File: config.mk
export PLATFORM = sky130hd
export DESIGN_NAME = autorange_current_averager
export DESIGN_NICKNAME = d
export VERILOG_FILES = /design/src/design/acav_pkg.sv /design/src/design/autorange_current_averager.sv /design/src/design/acav_cdiv.sv
export SDC_FILE = /design/constraint.sdc
export NUM_CORES = 1
export LEC_CHECK = 0
export BUFFER_PORTS_ARGS = -buffer_cell sky130_fd_sc_hd__buf_2
export CORE_ASPECT_RATIO = 1.5
export CORE_MARGIN = 8
export CORE_UTILIZATION = 29
export CTS_CLUSTER_DIAMETER = 50
export DETAILED_ROUTE_END_ITERATION = 12
export PLACE_DENSITY_LB_ADDON = 0.1
export SYNTH_ARGS = -nofsm -noshare
export SYNTH_HDL_FRONTEND = slang
export SYNTH_SLANG_ARGS = --single-unit
File: constraint.sdc
create_clock -name clk -period 11.8 [get_ports clk]
set_input_delay 1.77 -clock clk [delete_from_list [all_inputs] [get_ports clk]]
set_output_delay 1.77 -clock clk [all_outputs]
set_load 0.02 [all_outputs]
File: src/design/acav_pkg.sv
// ============================================================================
// acav_pkg - shared definitions for the auto-ranging current averager
// Field widths, register codes, parameter defaults and the result beat type.
// ============================================================================
`default_nettype none

package acav_pkg;

    // Fixed field widths of the stream and configuration ports
    localparam int SAMPLE_FIELD_W = 10;
    localparam int RANGE_W        = 2;
    localparam int AVG_W          = 10;
    localparam int S_TDATA_W      = 16;
    localparam int M_TDATA_W      = 24;
    localparam int CFG_INDEX_W    = 2;
    localparam int CFG_DATA_W     = 10;

    // Parameter defaults
    localparam int BLOCK_SAMPLES_DEF = 20;
    localparam int WINDOW_TAPS_DEF   = 10;
    localparam int NUM_RANGES_DEF    = 4;
    localparam int SAMPLE_BITS_DEF   = 10;

    // Register reset values
    localparam logic [CFG_DATA_W-1:0] WINDOW_LOW_RST  = 10'd205;
    localparam logic [CFG_DATA_W-1:0] WINDOW_HIGH_RST = 10'd696;

    typedef enum logic [CFG_INDEX_W-1:0] {
        REG_WINDOW_LOW  = 2'd0,
        REG_WINDOW_HIGH = 2'd1
    } cfg_reg_t;

    typedef logic [RANGE_W-1:0] range_t;
    typedef logic [AVG_W-1:0]   avg_t;

    typedef struct packed {
        avg_t   block_average;
        range_t range_used;
        logic   done_res;
        range_t next_range;
    } result_t;

endpackage

`default_nettype wire

File: src/design/autorange_current_averager.sv
// ============================================================================
// autorange_current_averager - auto-ranging ADC block and moving averager
// Block-averages samples per amplifier range, steps the range until the
// average falls inside the window or the last range is reached, and keeps a
// moving average of accepted block averages.
// ============================================================================
// One ADC sample is taken per beat and every sample yields exactly one result
// beat, one sample per clock sustained while m_axis_tready does not stall. The
// first stage updates the block sum, range select and the window running sum;
// the second divides the running sum by WINDOW_TAPS into the output register.
// The per-cycle limit is the block-sum add, the divide-by-BLOCK_SAMPLES
// multiply, the window compare and the running-sum update in the state loop.
// The user must write limits only while the stream is idle; it is not enforced.
`default_nettype none

module autorange_current_averager #(
    parameter int BLOCK_SAMPLES = acav_pkg::BLOCK_SAMPLES_DEF,
    parameter int WINDOW_TAPS   = acav_pkg::WINDOW_TAPS_DEF,
    parameter int NUM_RANGES    = acav_pkg::NUM_RANGES_DEF,
    parameter int SAMPLE_BITS   = acav_pkg::SAMPLE_BITS_DEF
) (
    input  wire logic                              clk,
    input  wire logic                              rst_n,
    // Input stream
    input  wire logic                              s_axis_tvalid,
    output      logic                              s_axis_tready,
    input  wire logic [acav_pkg::S_TDATA_W-1:0]    s_axis_tdata,  // [9:0] sample
    // Result stream
    output      logic                              m_axis_tvalid,
    input  wire logic                              m_axis_tready,
    // [1:0] next_range, [3:2] range_used, [13:4] block_average,
    // [23:14] current_average
    output      logic [acav_pkg::M_TDATA_W-1:0]    m_axis_tdata,
    output      logic                              m_axis_tuser,  // [0] done_res
    // Configuration writes
    input  wire logic                              cfg_valid,
    output      logic                              cfg_ready,
    input  wire logic [acav_pkg::CFG_INDEX_W-1:0]  cfg_index,
    input  wire logic [acav_pkg::CFG_DATA_W-1:0]   cfg_data
);

    localparam int USE_BITS = (SAMPLE_BITS < acav_pkg::SAMPLE_FIELD_W) ?
                              SAMPLE_BITS : acav_pkg::SAMPLE_FIELD_W;
    localparam int SUM_W    = $clog2((2**USE_BITS - 1) * BLOCK_SAMPLES + 1);
    localparam int WS_W     = $clog2((2**USE_BITS - 1) * WINDOW_TAPS + 1);
    localparam int CNT_W    = (BLOCK_SAMPLES > 1) ? $clog2(BLOCK_SAMPLES) : 1;
    localparam int PTR_W    = (WINDOW_TAPS > 1) ? $clog2(WINDOW_TAPS) : 1;

    // Configuration
    logic [acav_pkg::CFG_DATA_W-1:0] window_low_reg,  window_low_next;
    logic [acav_pkg::CFG_DATA_W-1:0] window_high_reg, window_high_next;

    // Measurement state
    acav_pkg::range_t     amp_reg,   amp_next;
    logic [CNT_W-1:0]     cnt_reg,   cnt_next;
    logic [SUM_W-1:0]     sum_reg,   sum_next;
    logic [PTR_W-1:0]     ptr_reg,   ptr_next;
    logic [WS_W-1:0]      wsum_reg,  wsum_next;
    logic [USE_BITS-1:0]  window_reg [WINDOW_TAPS];

    // Pipeline
    logic                 s1_valid_reg, s1_valid_next;
    acav_pkg::result_t    s1_reg,       s1_next;
    logic                 out_valid_reg, out_valid_next;
    acav_pkg::result_t    out_reg,      out_next;
    acav_pkg::avg_t       cur_avg_reg,  cur_avg_next;

    logic                 accept;
    logic                 out_free;
    logic                 s1_move;
    logic [USE_BITS-1:0]  sample;
    logic [SUM_W-1:0]     sum_new;
    logic [USE_BITS-1:0]  blk_q;
    logic [USE_BITS-1:0]  win_q;
    acav_pkg::avg_t       blk_avg;
    logic                 block_end;
    logic                 in_window;
    logic                 last_range;
    logic                 take;

    acav_cdiv #(
        .IN_W    (SUM_W),
        .OUT_W   (USE_BITS),
        .DIVISOR (BLOCK_SAMPLES)
    ) u_blk_div (
        .dividend (sum_new),
        .quotient (blk_q)
    );

    acav_cdiv #(
        .IN_W    (WS_W),
        .OUT_W   (USE_BITS),
        .DIVISOR (WINDOW_TAPS)
    ) u_win_div (
        .dividend (wsum_reg),
        .quotient (win_q)
    );

    // Handshakes: stage 1 holds only while the output register is stalled
    assign out_free      = !out_valid_reg || m_axis_tready;
    assign s1_move       = s1_valid_reg && out_free;
    assign s_axis_tready = !s1_valid_reg || out_free;
    assign accept        = s_axis_tvalid && s_axis_tready;
    assign cfg_ready     = 1'b1;

    always_comb
    begin
        window_low_next  = window_low_reg;
        window_high_next = window_high_reg;
        if (cfg_valid)
        begin
            unique case (acav_pkg::cfg_reg_t'(cfg_index))
                acav_pkg::REG_WINDOW_LOW:  window_low_next  = cfg_data;
                acav_pkg::REG_WINDOW_HIGH: window_high_next = cfg_data;
                default: ;
            endcase
        end
    end

    always_comb
    begin
        sample     = s_axis_tdata[USE_BITS-1:0];
        sum_new    = sum_reg + SUM_W'(sample);
        blk_avg    = acav_pkg::AVG_W'(blk_q);
        block_end  = (cnt_reg == CNT_W'(BLOCK_SAMPLES - 1));
        in_window  = (blk_avg > window_low_reg) && (blk_avg < window_high_reg);
        last_range = (amp_reg >= acav_pkg::RANGE_W'(NUM_RANGES - 1));
        take       = block_end && (in_window || last_range);

        amp_next  = amp_reg;
        cnt_next  = cnt_reg;
        sum_next  = sum_reg;
        ptr_next  = ptr_reg;
        wsum_next = wsum_reg;
        s1_next   = s1_reg;

        if (accept)
        begin
            cnt_next = block_end ? '0 : cnt_reg + CNT_W'(1);
            sum_next = block_end ? '0 : sum_new;
            if (take)
            begin
                amp_next  = '0;
                wsum_next = wsum_reg - WS_W'(window_reg[ptr_reg]) + WS_W'(blk_q);
                ptr_next  = (ptr_reg == PTR_W'(WINDOW_TAPS - 1)) ? '0
                                                                 : ptr_reg + PTR_W'(1);
            end
            else if (block_end)
            begin
                amp_next = amp_reg + 2'd1;
            end
            s1_next.next_range    = amp_next;
            s1_next.done_res      = take;
            s1_next.range_used    = take ? amp_reg : '0;
            s1_next.block_average = take ? blk_avg : '0;
        end
    end

    always_comb
    begin
        s1_valid_next  = accept ? 1'b1 : (s1_move ? 1'b0 : s1_valid_reg);
        out_valid_next = s1_move ? 1'b1 : (m_axis_tready ? 1'b0 : out_valid_reg);
        out_next       = out_reg;
        cur_avg_next   = cur_avg_reg;
        // Running sum already holds this beat's push; later beats wait behind it
        if (s1_move)
        begin
            out_next     = s1_reg;
            cur_avg_next = acav_pkg::AVG_W'(win_q);
        end
    end

    always_ff @(posedge clk or negedge rst_n)
    begin
        if (!rst_n)
        begin
            window_low_reg  <= acav_pkg::WINDOW_LOW_RST;
            window_high_reg <= acav_pkg::WINDOW_HIGH_RST;
            amp_reg         <= '0;
            cnt_reg         <= '0;
            sum_reg         <= '0;
            ptr_reg         <= '0;
            wsum_reg        <= '0;
            s1_valid_reg    <= 1'b0;
            out_valid_reg   <= 1'b0;
            for (int i = 0; i < WINDOW_TAPS; i++)
            begin
                window_reg[i] <= '0;
            end
        end
        else
        begin
            window_low_reg  <= window_low_next;
            window_high_reg <= window_high_next;
            amp_reg         <= amp_next;
            cnt_reg         <= cnt_next;
            sum_reg         <= sum_next;
            ptr_reg         <= ptr_next;
            wsum_reg        <= wsum_next;
            s1_valid_reg    <= s1_valid_next;
            out_valid_reg   <= out_valid_next;
            if (accept && take)
            begin
                window_reg[ptr_reg] <= blk_q;
            end
        end
    end

    always_ff @(posedge clk)
    begin
        s1_reg      <= s1_next;
        out_reg     <= out_next;
        cur_avg_reg <= cur_avg_next;
    end

    assign m_axis_tvalid = out_valid_reg;
    assign m_axis_tuser  = out_reg.done_res;
    assign m_axis_tdata  = {cur_avg_reg, out_reg.block_average,
                            out_reg.range_used, out_reg.next_range};

endmodule

`default_nettype wire

File: src/design/acav_cdiv.sv
// ============================================================================
// acav_cdiv - unsigned divide by a constant
// Floor quotient by reciprocal multiply and shift; exact for all IN_W-bit
// inputs (reciprocal rounded up, IN_W+1 bits wide).
// ============================================================================
`default_nettype none

module acav_cdiv #(
    parameter int IN_W    = 15,
    parameter int OUT_W   = 10,
    parameter int DIVISOR = 20
) (
    input  wire logic [IN_W-1:0]  dividend,
    output      logic [OUT_W-1:0] quotient
);

    localparam int LOG_D = (DIVISOR > 1) ? $clog2(DIVISOR) : 0;
    localparam int SHIFT = IN_W + LOG_D;
    localparam int M_W   = IN_W + 1;
    localparam int P_W   = IN_W + M_W;
    localparam longint unsigned RECIP_L =
        ((64'd1 << SHIFT) + 64'(DIVISOR) - 64'd1) / 64'(DIVISOR);
    localparam logic [M_W-1:0] RECIP = RECIP_L[M_W-1:0];

    logic [P_W-1:0] product;
    logic [P_W-1:0] shifted;

    always_comb
    begin
        product  = P_W'(dividend) * P_W'(RECIP);
        shifted  = product >> SHIFT;
        quotient = shifted[OUT_W-1:0];
    end

endmodule

`default_nettype wire
Yosys cells after proc, flatten, opt, wreduce, memory -nomap -nowiden
Index checks and enable logic that the tools add are counted.
- flip-flop bits (word level): 202
- output and inout bits: 28
- word-level logic and storage cells: 77
- add/subtract/negate cells: 6
- multiply operators: 2
- magnitude comparators: 5
- eq/ne operators: 3
- muxes and demuxes: 15
- bitwise gates (word level): 1
- reductions and logical operators: 17
- operators by type and width (kind ; count):
    $bwmux W100 ; 1
    $bmux W10 S4 ; 1
    $demux W10 S4 ; 1
    $mul A15 B16 Y30 const B ; 1
    $mux W10 ; 3
    $mul A14 B15 Y28 const B ; 1
    $add A15 B10 Y15 ; 1
    $mux W15 ; 1
    $add A14 B10 Y14 ; 1
    $sub A14 B10 Y14 ; 1
    $gt A10 B10 Y1 ; 1
    $lt A10 B10 Y1 ; 1
    $logic_and A1 B1 Y1 ; 6
    $reduce_and A2 Y1 ; 3
    $add A5 B1 Y5 const B ; 1
    $eq A5 B5 Y1 const B ; 1
    $ge A5 B5 Y1 const B ; 1
    $lt A5 B1 Y1 const B ; 1
    $mux W5 ; 1
    $not A4 Y5 ; 1
    $add A4 B1 Y4 const B ; 1
    $eq A4 B4 Y1 const B ; 1
    $mux W1 ; 4
    $mux W2 ; 2
    8 further kinds ; 12

Longest topological paths before layout
- word-level depth: 7
- depth in mapped cells: 47

By module
Synthesis repeated with hierarchy kept, for this count alone.
- cell total of the unflattened synthesis: 1536
- area, all modules: 17136.4 sq um
- by module, submodules not included (module ; times used ; cells each ; area each (sq um) ; sequential area each (sq um)):
    autorange_current_averager ; 1 ; 821 ; 10207.3 ; 5267.6
    acav_cdiv at u_blk_div ; 1 ; 360 ; 3510.9 ; 0.0
    acav_cdiv at u_win_div ; 1 ; 355 ; 3418.3 ; 0.0

Worst setup path after synthesis
OpenSTA, ideal clock, no wires.
- path kind: input to register
- start point: input port s_axis_tdata[0] (netlist bit)
- end point: register wsum_reg[13]
- setup time: 0.128 ns
- arrival: 11.210 ns
- data required time: 11.672 ns
- path slack: 0.462 ns
- cell stages on the path: 42
- path buffers: 1
- cells stage by stage: ha_1 > fa_1 > a21o_1 > a21oi_1 > o21bai_1 > a21oi_1 > o21bai_1 > a21oi_1 > o21bai_1 > a21oi_1 > nor2_1 > xnor2_1 > inv_1 > ha_1 > inv_1 > fa_1 > fa_1 > inv_1 > [6 not listed] > a31oi_4 > nand2_1 > a21o_1 > a21oi_1 > xnor2_1 > clkbuf_1 > fa_1 > ha_1 > a21oi_1 > o21ai_0 > a21oi_1 > o21ai_0 > a21oi_1 > o211ai_1 > a31o_2 > a21oi_1 > xnor2_1 > mux2_1
- longest elaborated chain between the ends: 7
- elaborated cells between the ends (all ways): 9
- RTL lines (item ; RTL line ; source):
    start, declared ; autorange_current_averager.sv:27 ; input wire logic [acav_pkg::S_TDATA_W-1:0] s_axis_tdata,
    $add A15 B10 Y15 (*) ; autorange_current_averager.sv:123 ; sum_new = sum_reg + SUM_W'(sample);
    $mul A15 B16 Y30 (*) ; acav_cdiv.sv:30 ; product = P_W'(dividend) * P_W'(RECIP);
    via blk_avg[2] ; autorange_current_averager.sv:75 ; acav_pkg::avg_t blk_avg;
    $gt A10 B10 Y1 / $lt A10 B10 Y1 (equally long branches) ; autorange_current_averager.sv:126 ; in_window = (blk_avg > window_low_reg) && (blk_avg < window_high_reg);
    $logic_and A1 B1 Y1 ; autorange_current_averager.sv:126 ;
    $logic_or A1 B1 Y1 ; autorange_current_averager.sv:128 ; take = block_end && (in_window || last_range);
    $logic_and A1 B1 Y1 ; autorange_current_averager.sv:128 ;
    $reduce_and A2 Y1 (no line) ; n/a ;
    end signal, assigned ; autorange_current_averager.sv:199 ; wsum_reg <= wsum_next;
    end, declared ; autorange_current_averager.sv:58 ; logic [WS_W-1:0] wsum_reg, wsum_next;
The timed path passes the listed nets; every way through them passes the cells marked *.
A chain may end at the register's enable or synchronous reset.

Final worst setup path
- start point: input port s_axis_tdata[0] (netlist bit)
- end point: register window_reg[6] (netlist bit)
- longest elaborated chain between the ends: 7
- elaborated cells between the ends (all ways): 9
- RTL lines (item ; RTL line ; source):
    $add A15 B10 Y15 (*) ; autorange_current_averager.sv:123 ;
    $mul A15 B16 Y30 (*) ; acav_cdiv.sv:30 ;
    $gt A10 B10 Y1 / $lt A10 B10 Y1 (equally long branches) ; autorange_current_averager.sv:126 ;
    $logic_and A1 B1 Y1 ; autorange_current_averager.sv:126 ;
    $logic_or A1 B1 Y1 ; autorange_current_averager.sv:128 ;
    $logic_and A1 B1 Y1 ; autorange_current_averager.sv:128 ;
    $logic_and A1 B1 Y1 ; autorange_current_averager.sv:202 ; if (accept && take)
    end signal, assigned by index ; autorange_current_averager.sv:204 ; window_reg[ptr_reg] <= blk_q;
    end, declared ; autorange_current_averager.sv:59 ; logic [USE_BITS-1:0] window_reg [WINDOW_TAPS];
Mark *: on every way between the ends. The rest lies on a longest branch, timed or not.

==> flow_metrics.py <==
metrics = {
    "detailed_routing": {
        "vias": 10900,
        "drt_iter0_drc": 355,
        "ant_nets": 0,
        "dr.pass1.iters": 5,
        "wl_per_cell_microns": 17.6,
        "drc": 0,
        "vias_per_cell": 4.52,
        "postRouteWirelength_mm": 42.2,
    },
    "worst_setup_path": {
        "critical_path_required_ns": 12.26,
        "crit_path_end_kind": "register",
        "worst-r2r-setup-slack_ns": 1.64,
        "crit_path_max_fanout": 10,
        "cp.arrival_ns": 11.53,
        "r2r_cells": 40,
        "crit-reg2reg-capture": "window_reg[6]",
        "cp_slowest_cell": "fa_1",
        "start_kind": "primary input",
        "r2r-start": "sum_reg[1]",
        "cpMostUsedCell": "a21oi_1",
        "max_stage_delay_ns": 0.55,
        "crit_type": "primary input to register",
    },
    "clocking": {
        "cts_buffers": 31,
        "clockBufferDepth": 3,
        "clock_latency_ns": 0.58,
        "clkTransAtPathRegs_ns": 0.05,
        "cts_setup_buffers": 0,
        "hold_buffers": 0,
        "cts_root_buf": "clkbuf_16",
        "ctsResizeCount": 0,
        "cts_tree": "yes",
        "clkSinkCount": 202,
        "htreeDepth": 1,
    },
    "sta": {
        "max-slew-margin-rel_pct": 39.6,
        "fmax_mhz": 90.3,
        "maxSlewViolCount": 0,
        "hold_ws_ns": 0.418,
        "min_period_ns": 11.08,
        "finalClockSkew_ns": 0.0144,
        "worst_slack_ns": 0.725,
        "rsz0062_at_grt": "false",
        "fin_crit_sh_pct": 93.9,
        "worst_pin_slew_ns": 0.907,
        "hold_viol_final": 0,
        "setup_viol": 0,
    },
    "yosys": {
        "netlist.area_leader.share_pct": 22.4,
        "synth_nets": 1890,
        "synth_area_leaders": "dfrtp_1, ha_1, fa_1",
        "seq_area_frac_synth_pct": 31.0,
        "synth_area_per_cell_sq_um": 11.4,
        "synth_top_area_cell": "dfrtp_1",
        "synthCells": 1491,
        "yosys.area_share.simple_pct": 7.50,
        "synth_top_family_by_area": "adder cells",
        "synth_area_sq_um": 17000,
        "synth-edff-count": 40,
        "ys_warn_count": 0,
        "synth-seq-cells": 202,
        "synthAdderAreaFrac_pct": 32.9,
        "synthMuxAreaShare_pct": 11.3,
        "synth_compound_area_share_pct": 7.33,
        "synth-xor-area-share_pct": 3.33,
        "yosysUniqueCellTypes": 79,
        "async_flop_share_pct": 80.2,
        "synth_ff_type": "dfrtp_1",
    },
    "hold_path": {
        "worstHoldEndpoint": "m_axis_tdata[3]",
        "hold_path.class": "register to register",
        "worstHoldPathCells": 0,
        "min_from": "s1_reg[4]",
    },
    "die": {
        "core_sq_um": 58000,
        "io_pins": 61,
        "dieHeight_microns": 312,
        "std_cell_rows": 108,
        "chipWidth_microns": 214,
        "initial_core_util_pct": 29.3,
        "design.die.area_sq_um": 66700,
    },
    "placement": {
        "dp.cells": 2345,
        "preCtsSetupSlack_ns": -0.0759,
        "portBuffers": 53,
        "placed_cell_area_sq_um": 18600,
        "dpl.hpwl_mm": 33.9,
        "gp_congestion": 0.781,
    },
    "grt": {
        "met2_usage_pct": 24.2,
        "busiest_layer": "met2",
        "grt.total_usage_pct": 13.1,
        "grt_use_met1_pct": 15.9,
        "gr-total-overflow": 0,
        "grt_max_degree": 69,
        "grt_pass1_vias": 12100,
        "antenna_found_initial": 0,
        "grt_pass1_wl_mm": 68.5,
        "gr-usage-met3_pct": 1.51,
    },
    "layout": {
        "num_antenna_cells": 0,
        "syn_to_final_growth_pct": 15.7,
        "drive_above_1_share_pct": 20.6,
        "stdcell_count": 2403,
        "largest_register_ffs": 100,
        "postLayoutCellArea_sq_um": 19700,
        "nNetsFinal": 2007,
    },
    "job": {
        "maxCapViolCount": 0,
    },
    "run_status": {
        "outcome": "finished clean",
    },
}
## area by class of cell
cell class	count	area [sq um]
flip-flops and latches	202	5270
clock inverters	23	224
multi-input cells	996	10600
clock buffers	35	821
well taps	770	963
inverters	255	957
repair buffers	122	802
fillers	5831	38300
## Yosys cell counts (all sizes together) (4+ instances only)
cell / number
a2111oi: 4
a211oi: 7
a21boi: 4
a21o: 21
a21oi: 35
a222oi: 5
a22o: 4
a22oi: 4
a31oi: 4
and2: 9
and3: 18
buf: 13
clkbuf: 25
dfrtp: 152
dfstp: 10
edfxtp: 40
fa: 127
ha: 239
inv: 254
maj3: 6
mux2: 120
mux2i: 11
mux4: 20
nand2: 53
nand2b: 11
nand3: 33
nand4: 6
nor2: 31
nor3: 25
nor3b: 6
nor4: 4
o211ai: 8
o21a: 4
o21ai: 53
o21bai: 7
o31ai: 6
or2: 8
or3: 5
xnor2: 52
xor2: 10
## cells in the final DEF, fill, tap and decap left out, types with 7 or more instances in the layout
| cell | netlist | final |
|---|---|---|
| inv_1 | 254 | 253 |
| ha_1 | 239 | 239 |
| dfrtp_1 | 152 | 152 |
| fa_1 | 127 | 127 |
| mux2_2 | 96 | 96 |
| buf_4 | 1 | 68 |
| nand2_1 | 53 | 53 |
| buf_2 | 5 | 52 |
| xnor2_1 | 52 | 49 |
| o21ai_0 | 43 | 43 |
| edfxtp_1 | 40 | 40 |
| a21oi_1 | 34 | 34 |
| clkbuf_16 | 0 | 31 |
| nor2_1 | 31 | 29 |
| nor3_1 | 25 | 25 |
| nand3_1 | 24 | 24 |
| mux2_1 | 24 | 24 |
| a21o_1 | 21 | 21 |
| mux4_2 | 20 | 20 |
| and3_1 | 18 | 18 |
| nand2b_1 | 11 | 11 |
| mux2i_1 | 11 | 11 |
| xor2_1 | 10 | 10 |
| o21ai_1 | 10 | 10 |
| dfstp_2 | 10 | 10 |
| and2_1 | 9 | 9 |
| o211ai_1 | 8 | 8 |
| or2_2 | 8 | 8 |
| nand3_4 | 8 | 8 |
| o21bai_1 | 7 | 7 |
| a211oi_1 | 7 | 7 |
## metal layers
metal / routed length (microns) / vias up
met3: 1020 / 33
li1: - / 5364
met5: 0 / -
met4: 834 / 0
met2: 22500 / 106
met1: 17800 / 5351
## stage by stage
step | setup TNS (ns) | util, %
2_1_floorplan | 0 | -
6_report | 0 | 33.9
3_3_place_gp | -3.56 | 32.1
4_1_cts | 0 | 33.9
3_5_place_dp | -2.03 | 32.1
5_1_grt | 0 | 33.9
## cells by family after synthesis
kind of cell | after synthesis
buffers and inverters | 293
AOI/OAI and AO/OA | 186
other | 1
muxes | 151
xor gates and xnor gates | 63
adders and majority gates | 372
and+or+nand+nor | 223
DFF | 202
## critical path, delay by kind of cell
family / cells / cell delay [ns]
XOR/XNOR: 5 / 0.97
buffers and inverters: 5 / 0.58
multiplexers: 1 / 0.37
AO/OA/AOI/OAI: 18 / 3.37
adder cells (fa/ha/maj): 9 / 3.76
AND/OR/NAND/NOR: 3 / 0.69
## worst max-delay path by stage
stage          slack (ns)  cells past startpoint            start             to
2_1_floorplan        0.46                     42  s_axis_tdata[0]   wsum_reg[13]
3_3_place_gp        -0.10                     42  s_axis_tdata[0]  window_reg[6]
3_5_place_dp        -0.08                     42  s_axis_tdata[0]  window_reg[0]
4_1_cts              0.49                     42  s_axis_tdata[0]  window_reg[6]
5_1_grt              0.03                     41  s_axis_tdata[0]  window_reg[6]
6_report             0.72                     41  s_axis_tdata[0]  window_reg[6]
Power is not shown: default switching activity piles up to over one toggle a cycle in this logic, so the estimate is an artifact.
